$ cat src/rtl/sorted_key_set_top_assert.svh
// assertion macros for the sorted key set top level
// no dependencies; included by sorted_key_set_top.sv
`ifndef SORTED_KEY_SET_TOP_ASSERT_SVH
`define SORTED_KEY_SET_TOP_ASSERT_SVH
`ifndef SYNTHESIS
// check with reset disabling the property
`define SKS_ASSERT(lbl, clk, rst_n, prop, msg) \
  lbl: assert property (@(posedge clk) disable iff (!rst_n) prop) else $error(msg);
// check at every edge, reset included
`define SKS_ASSERT_ALWAYS(lbl, clk, prop, msg) \
  lbl: assert property (@(posedge clk) prop) else $error(msg);
`else
`define SKS_ASSERT(lbl, clk, rst_n, prop, msg)
`define SKS_ASSERT_ALWAYS(lbl, clk, prop, msg)
`endif
`endif

$ cat src/rtl/skset_pkg.sv
// shared types and codes for the sorted key set
// no dependencies; used by every module of the block
package skset_pkg;

  localparam int FIELD_W = 30;
  localparam int CODE_W  = 6;

  // command codes; code 3 is a no-op
  typedef enum logic [1:0] {
    CMD_ENTER  = 2'd0,
    CMD_LEAVE  = 2'd1,
    CMD_REPORT = 2'd2
  } cmd_e;

  // result status codes
  typedef enum logic [2:0] {
    ST_DONE      = 3'd0,
    ST_DUP       = 3'd1,
    ST_NOT_FOUND = 3'd2,
    ST_FULL      = 3'd3,
    ST_ENTRY     = 3'd4
  } status_e;

  typedef struct packed {
    logic [1:0]         command;
    logic [FIELD_W-1:0] name_key;
  } in_req_t;

  typedef struct packed {
    logic [2:0]         status;
    logic [FIELD_W-1:0] key_out;
    logic               has_key;
    logic               last;
  } out_req_t;

  // operation broadcast to every cell of the chain
  typedef struct packed {
    logic ins;
    logic del;
    logic rot;
  } cell_op_t;

endpackage

$ cat src/rtl/skset_cell.sv
// one cell of the descending key chain: holds a key and its valid bit
// depends on skset_pkg
module skset_cell
  import skset_pkg::*;
#(
  parameter int KEY_W = 30
) (
  input  logic             clk_i,
  input  logic             rst_ni,
  input  cell_op_t         op_i,
  input  logic [KEY_W-1:0] key_i,
  input  logic [KEY_W-1:0] left_key_i,
  input  logic             left_valid_i,
  input  logic             left_gt_i,
  input  logic [KEY_W-1:0] right_key_i,
  input  logic             right_valid_i,
  input  logic [KEY_W-1:0] head_key_i,
  output logic [KEY_W-1:0] key_o,
  output logic             valid_o,
  output logic             gt_o,
  output logic             eq_o
);

  logic [KEY_W-1:0] key_q, key_d;
  logic             valid_q, valid_d;

  // compare against the broadcast key
  assign gt_o    = valid_q && (key_q > key_i);
  assign eq_o    = valid_q && (key_q == key_i);
  assign key_o   = key_q;
  assign valid_o = valid_q;

  // next cell contents
  always_comb begin
    key_d   = key_q;
    valid_d = valid_q;
    if (op_i.ins && !gt_o) begin
      // first cell not above the new key takes it, the rest shift down
      if (left_gt_i) begin
        key_d   = key_i;
        valid_d = 1'b1;
      end else begin
        key_d   = left_key_i;
        valid_d = left_valid_i;
      end
    end else if (op_i.del && !gt_o) begin
      // close the gap from the right neighbor
      key_d   = right_key_i;
      valid_d = right_valid_i;
    end else if (op_i.rot && valid_q) begin
      // rotate the stored keys, the head wraps to the last stored cell
      if (right_valid_i) begin
        key_d = right_key_i;
      end else begin
        key_d = head_key_i;
      end
    end
  end

  always_ff @(posedge clk_i or negedge rst_ni) begin
    if (!rst_ni) begin
      valid_q <= 1'b0;
    end else begin
      valid_q <= valid_d;
    end
  end

  always_ff @(posedge clk_i) begin
    key_q <= key_d;
  end

endmodule

$ cat src/rtl/skset_chain.sv
// row of key cells kept in descending order, cell 0 holds the largest key
// depends on skset_pkg and skset_cell
module skset_chain
  import skset_pkg::*;
#(
  parameter int CAPACITY = 32,
  parameter int KEY_W    = 30
) (
  input  logic             clk_i,
  input  logic             rst_ni,
  input  cell_op_t         op_i,
  input  logic [KEY_W-1:0] key_i,
  output logic             found_o,
  output logic [KEY_W-1:0] head_key_o
);

  logic [KEY_W-1:0]    cell_key [CAPACITY];
  logic [CAPACITY-1:0] cell_valid;
  logic [CAPACITY-1:0] cell_gt;
  logic [CAPACITY-1:0] cell_eq;

  for (genvar i = 0; i < CAPACITY; i++) begin : g_cell
    logic [KEY_W-1:0] left_key, right_key;
    logic             left_valid, left_gt, right_valid;

    // neighbor wiring, the ends see an empty boundary
    if (i == 0) begin : g_first
      assign left_key   = '0;
      assign left_valid = 1'b0;
      assign left_gt    = 1'b1;
    end else begin : g_inner_l
      assign left_key   = cell_key[i-1];
      assign left_valid = cell_valid[i-1];
      assign left_gt    = cell_gt[i-1];
    end
    if (i == CAPACITY - 1) begin : g_last
      assign right_key   = '0;
      assign right_valid = 1'b0;
    end else begin : g_inner_r
      assign right_key   = cell_key[i+1];
      assign right_valid = cell_valid[i+1];
    end

    skset_cell #(
      .KEY_W(KEY_W)
    ) u_cell (
      .clk_i        (clk_i),
      .rst_ni       (rst_ni),
      .op_i         (op_i),
      .key_i        (key_i),
      .left_key_i   (left_key),
      .left_valid_i (left_valid),
      .left_gt_i    (left_gt),
      .right_key_i  (right_key),
      .right_valid_i(right_valid),
      .head_key_i   (cell_key[0]),
      .key_o        (cell_key[i]),
      .valid_o      (cell_valid[i]),
      .gt_o         (cell_gt[i]),
      .eq_o         (cell_eq[i])
    );
  end

  assign found_o    = |cell_eq;
  assign head_key_o = cell_key[0];

endmodule

$ cat src/rtl/sorted_key_set_top.sv
// Sorted key set: holds up to CAPACITY name keys in a chain of cells kept in
// descending order. Enter, leave and the unused code each give one result; the
// compare and shift of the whole chain happen in the cycle the result is loaded.
// Report gives one entry per stored key (one closing entry for an empty set) as
// keys leave through cell 0 and the chain rotates one cell per result, pausing
// on an output stall. Inputs stall while a report drains or while the output
// register holds a result that is not taken. No clearing pass after reset.
// depends on skset_pkg, skset_chain and sorted_key_set_top_assert.svh
`include "sorted_key_set_top_assert.svh"
module sorted_key_set_top
  import skset_pkg::*;
#(
  parameter int CAPACITY   = 32,
  parameter int NAME_CHARS = 5
) (
  input  logic     clk_i,
  input  logic     rst_ni,
  input  logic     in_valid_i,
  output logic     in_stall_o,
  input  in_req_t  in_req_i,
  output logic     out_valid_o,
  input  logic     out_stall_i,
  output out_req_t out_req_o
);

  localparam int KEY_W = (CODE_W * NAME_CHARS < FIELD_W) ? CODE_W * NAME_CHARS : FIELD_W;
  localparam int CNT_W = $clog2(CAPACITY + 1);

  logic [CNT_W-1:0] count_q, count_d;
  logic [CNT_W-1:0] left_q, left_d;
  logic             rpt_active_q, rpt_active_d;
  logic             out_valid_q, out_valid_d;
  out_req_t         out_req_q, res;
  logic             load;
  logic             out_ready;
  logic             accept;
  logic             found;
  logic [KEY_W-1:0] key;
  logic [KEY_W-1:0] head_key;
  cell_op_t         op;
  logic             drain_ok;
  logic             enter_new;

  assign key        = in_req_i.name_key[KEY_W-1:0];
  assign out_ready  = !out_valid_q || !out_stall_i;
  assign in_stall_o = rpt_active_q || !out_ready;
  assign accept     = in_valid_i && !in_stall_o;

  skset_chain #(
    .CAPACITY(CAPACITY),
    .KEY_W   (KEY_W)
  ) u_chain (
    .clk_i     (clk_i),
    .rst_ni    (rst_ni),
    .op_i      (op),
    .key_i     (key),
    .found_o   (found),
    .head_key_o(head_key)
  );

  // command decode and report drain
  always_comb begin
    op           = '0;
    res          = '0;
    res.last     = 1'b1;
    load         = 1'b0;
    count_d      = count_q;
    left_d       = left_q;
    rpt_active_d = rpt_active_q;
    if (rpt_active_q) begin
      if (out_ready) begin
        load         = 1'b1;
        res.status   = ST_ENTRY;
        res.key_out  = FIELD_W'(head_key);
        res.has_key  = 1'b1;
        res.last     = (left_q == CNT_W'(1));
        op.rot       = 1'b1;
        left_d       = left_q - CNT_W'(1);
        rpt_active_d = (left_q != CNT_W'(1));
      end
    end else if (accept) begin
      case (in_req_i.command)
        CMD_ENTER: begin
          load = 1'b1;
          if (found) begin
            res.status = ST_DUP;
          end else if (count_q == CNT_W'(CAPACITY)) begin
            res.status = ST_FULL;
          end else begin
            res.status = ST_DONE;
            op.ins     = 1'b1;
            count_d    = count_q + CNT_W'(1);
          end
        end
        CMD_LEAVE: begin
          load = 1'b1;
          if (found) begin
            res.status = ST_DONE;
            op.del     = 1'b1;
            count_d    = count_q - CNT_W'(1);
          end else begin
            res.status = ST_NOT_FOUND;
          end
        end
        CMD_REPORT: begin
          if (count_q == '0) begin
            load       = 1'b1;
            res.status = ST_ENTRY;
          end else begin
            rpt_active_d = 1'b1;
            left_d       = count_q;
          end
        end
        default: begin
          load       = 1'b1;
          res.status = ST_DONE;
        end
      endcase
    end
  end

  // output register
  always_comb begin
    out_valid_d = out_valid_q;
    if (load) begin
      out_valid_d = 1'b1;
    end else if (!out_stall_i) begin
      out_valid_d = 1'b0;
    end
  end

  always_ff @(posedge clk_i or negedge rst_ni) begin
    if (!rst_ni) begin
      count_q      <= '0;
      left_q       <= '0;
      rpt_active_q <= 1'b0;
      out_valid_q  <= 1'b0;
    end else begin
      count_q      <= count_d;
      left_q       <= left_d;
      rpt_active_q <= rpt_active_d;
      out_valid_q  <= out_valid_d;
    end
  end

  always_ff @(posedge clk_i) begin
    if (load) begin
      out_req_q <= res;
    end
  end

  assign out_valid_o = out_valid_q;
  assign out_req_o   = out_req_q;

  // checks
  assign drain_ok  = (left_q != '0) && (left_q <= count_q);
  assign enter_new = accept && (in_req_i.command == CMD_ENTER) && !found &&
                     (count_q != CNT_W'(CAPACITY));

  `SKS_ASSERT(a_count_bound, clk_i, rst_ni, count_q <= CNT_W'(CAPACITY), "count above capacity")
  `SKS_ASSERT(a_drain_len, clk_i, rst_ni, rpt_active_q |-> drain_ok, "bad report drain length")
  `SKS_ASSERT(a_enter_grows, clk_i, rst_ni, enter_new |=> (count_q == $past(count_q) + CNT_W'(1)), "enter did not grow")

endmodule

$ cat config.mk
export PLATFORM = sky130hd
export DESIGN_NAME = sorted_key_set_top
export DESIGN_NICKNAME = d
export VERILOG_FILES = /design/src/rtl/skset_pkg.sv /design/src/rtl/skset_cell.sv /design/src/rtl/skset_chain.sv /design/src/rtl/sorted_key_set_top.sv
export VERILOG_INCLUDE_DIRS = /design/src /design/src/rtl
export SDC_FILE = /design/constraint.sdc
export NUM_CORES = 2
export LEC_CHECK = 0
export ABC_CLOCK_PERIOD_IN_PS = 30100
export BUFFER_PORTS_ARGS = -buffer_cell sky130_fd_sc_hd__clkbuf_2
export CAP_MARGIN = 20
export CORE_AREA = 2 2 637 639
export CTS_CLUSTER_SIZE = 12
export DETAILED_ROUTE_END_ITERATION = 16
export DIE_AREA = 0 0 639 641
export PLACE_DENSITY = 0.37
export SYNTH_ARGS = -nofsm -noshare
export SYNTH_HDL_FRONTEND = slang
export SYNTH_HIERARCHICAL = 1
export SYNTH_SLANG_ARGS = --single-unit
$ cat constraint.sdc
create_clock -name clk_i -period 30.1 [get_ports clk_i]
set_input_delay 6.02 -clock clk_i [delete_from_list [all_inputs] [get_ports clk_i]]
set_output_delay 6.02 -clock clk_i [all_outputs]
set_load 0.01 [all_outputs]
==> results.cfg <==
[floorplanning]
rows = 233
io_pins = 73
die_h_um = 641
coreArea_um2 = 402000
start_util = 0.249
die-area_um2 = 410000
dieWidth_um = 639

[sta]
slew_violations = 0
setup-violations-final = 0
min_period_over_period = 0.491
worst_pin_slew_ns = 1.32
hold_violations = 0
holdWs_ns = 0.562
fmax_mhz = 67.7
post-route-min-period_ns = 14.77
rsz0062_at_grt = false
max_slew_margin = 0.120
setup_ws_ns = 15.33
fin_skew_ns = 0.0459
tns_ns = 0

[synth]
netlist_instances = 10700
ys_ff_latch = 1041
yosysWarnings = 6
seq_area_frac_synth = 0.310
synth_area_leaders = edfxtp_1 (30%), ha_1 (12%), a31oi_1 (10%), mux2i_1 (9.6%), a22o_1 (7.3%)
ys.flop_type = edfxtp_1
synth_top_area_frac = 0.298
synthArstFlopShare = 0.0442
postSynthAreaPerCell_um2 = 9.35
yosysTopAreaCell = edfxtp_1
synth.cell_area_um2 = 100000
synth_edf_count = 995
synth_cell_type_count = 64

[routing]
drc_errors = 0
wl_mm = 492
vias = 96600
drt_iter0_drc = 10800
vias_per_cell = 6.07
ant_nets = 0
firstDrtPassIters = 7
avgRoutedWirePerCell_um = 30.9

[placed_design]
place_congestion = 0.848
io_buffers = 72
pre_cts_ws_ns = 14.78
dpl_cell_area_um2 = 106000
dp_hpwl_mm = 335
post-place-cells = 15600

[layout]
fin_util = 0.277
seq_area_um2 = 31000
final_cell_count_no_fill = 15900
multi_input_area_um2 = 61500
design_area_um2 = 111000
nNetsFinal = 11500
drive_gt1_frac = 0.0823
nFillCells = 42100
area_growth_pct = 10.9

[critical_path]
cp_data_required_time_ns = 30.67
ff2ff_setup_slack_ns = 21.21
reg2reg_from = u_chain/g_cell[1].u_cell/key_o[12]
crit_top_cell = buf_4
critPathBufInv = 11
critPathArrivalTime_ns = 15.34
crit_start = in_req_i[21]
worst-path-max-fanout = 49
regToRegEndpoint = u_chain/g_cell[4].u_cell/key_o[27]
crit_cells = 23
crit_path_end_kind = flop
setup.worst_path.start_class = input port
critPathSlowestCell = buf_4
path_cells = buf_4 -> buf_4 -> buf_4 -> inv_1 -> ha_1 -> nand4_1 -> nor4_1 -> and3_1 -> nor4_1 -> nand4_1 -> or2_1 -> inv_1 -> nor3_2 -> buf_4 -> buf_12 -> buf_4 -> buf_4 -> buf_4 -> buf_4 -> nor2_4 -> a22o_1 -> a31oi_1 -> a22oi_1
r2r_cells = 20
path_delay_family = buffers and inverters
worstSetupPathType = input port to flop
slowest_delay_ns = 0.68

[power]
p_leak_nw = 42.9
fin_total_pwr_mw = 6.47
powerDensity_nw_per_um2 = 58.2
ir_drop_mv = 0.0478

[clock_tree]
cts_made_buffers = 156
tritoncts = done
cts_root_buffer = clkbuf_16
postCtsSetupBuffers = 0
cts.path.max_buffers = 4
cts.sinks = 1041
clk_pin_slew_ns = 0.06
htreeDepth = 4
ctsResizeCount = 0
hold_buffers = 0
clk_latency_ns = 0.89

[run]
cap_violations = 0

[worst_hold_path]
holdCritStartpoint = count_q[4]
holdPathEnd = count_q[4]
hold_class = flop to flop
holdPathStages = 1

[outcome]
status = finished, final reports clean

[global_route]
grt-ovfl-total = 0
grtUsageTotal = 0.230
grt_max_degree = 127
grt_pass1_vias = 92900
antenna_found_initial = 24
grt_pass1_wl_mm = 701
[routing by layer]
| metal | part of all wire | track usage |
|---|---|---|
| met5 | 0.000049 | 0 |
| met4 | 0.034 | 0.0722 |
| met3 | 0.069 | 0.0335 |
| met2 | 0.44 | 0.359 |
| met1 | 0.45 | 0.323 |
[cell usage after synthesis (10+ instances only)]
cell	number
a21oi_1	461
and2_1	34
o21ai_0	112
nand3_1	81
edfxtp_1	995
nor3_1	63
a22oi_2	28
o31ai_1	40
ha_1	963
nor4_1	72
a22o_1	840
buf_2	277
a22oi_1	868
inv_1	1054
nor2_1	254
clkbuf_1	506
and3_4	28
nand2_1	275
and3_1	34
nor2b_1	124
a311o_1	32
a211oi_1	218
a221oi_4	28
o21ai_1	29
a31oi_1	1680
nand4_1	217
and4_1	10
nand2b_1	35
a21o_1	20
and2_4	28
a21boi_1	28
o211ai_1	58
nor4_2	30
inv_2	28
mux2i_1	961
dfrtp_1	46
buf_6	96
[layout make-up]
type	instances	share of cell area
Multi-Input combinational cell	7809	0.553
Timing Repair Buffer	418	0.0296
Clock buffer	215	0.0378
Inverter	1082	0.0366
Sequential cell	1041	0.279
Antenna cell	8	0.000180
Tap cell	5287	0.0595
Clock inverter	56	0.00374
[sequential cells by signal (all words and copies together) (netlist names)]
signal,flops
u_chain/g_cell.u_cell/key_o,960
out_req_o,35
u_chain/g_cell.u_cell/valid_o,32
count_q,6
left_q,6
out_valid_o,1
rpt_active_q,1
[worst max-delay path by stage]
| stage | endpoint |
|---|---|
| 4_1_cts | u_chain/g_cell[4].u_cell/key_o[27] |
| 5_1_grt | u_chain/g_cell[4].u_cell/key_o[27] |
| 2_1_floorplan | u_chain/g_cell[0].u_cell/key_o[0] |
| 3_3_place_gp | u_chain/g_cell[4].u_cell/key_o[25] |
| 3_5_place_dp | u_chain/g_cell[4].u_cell/key_o[27] |
| 6_report | u_chain/g_cell[4].u_cell/key_o[27] |
[placed cells by master, fill, tap and decap left out, types with 46 or more instances in the layout]
cell type and count:
a21oi_1 457, mux2i_1 961, o21ai_0 79, nand2_1 275
a22oi_1 868, a31oi_1 1680, a22o_1 840, nor3_1 62
clkbuf_16 157, buf_4 361, inv_1 1053, nor4_1 69
nand3_1 81, clkbuf_1 53, nand4_1 217, dfrtp_1 46
nor2_1 226, o211ai_1 58, edfxtp_1 995, ha_1 963
conb_1 97, a211oi_1 218, nor2b_1 124
[kinds of logic after synthesis]
| family | synth area share |
|---|---|
| compound gates | 0.318 |
| buf+inv | 0.0842 |
| simple gates | 0.0711 |
| flops | 0.310 |
| fa+ha+maj | 0.120 |
| mux | 0.0962 |
| xor+xnor | 0.000612 |
| other cells | 0.0000749 |
[power by group]
group / switching [mW] / total [mW] / internal, mW
sequential: 0.189 / 2.09 / 1.90
combinational: 1.59 / 2.57 / 0.977
clock: 0.791 / 1.81 / 1.02
total: 2.57 / 6.47 / 3.90
Note: power is estimated with default switching activity, not from simulation.
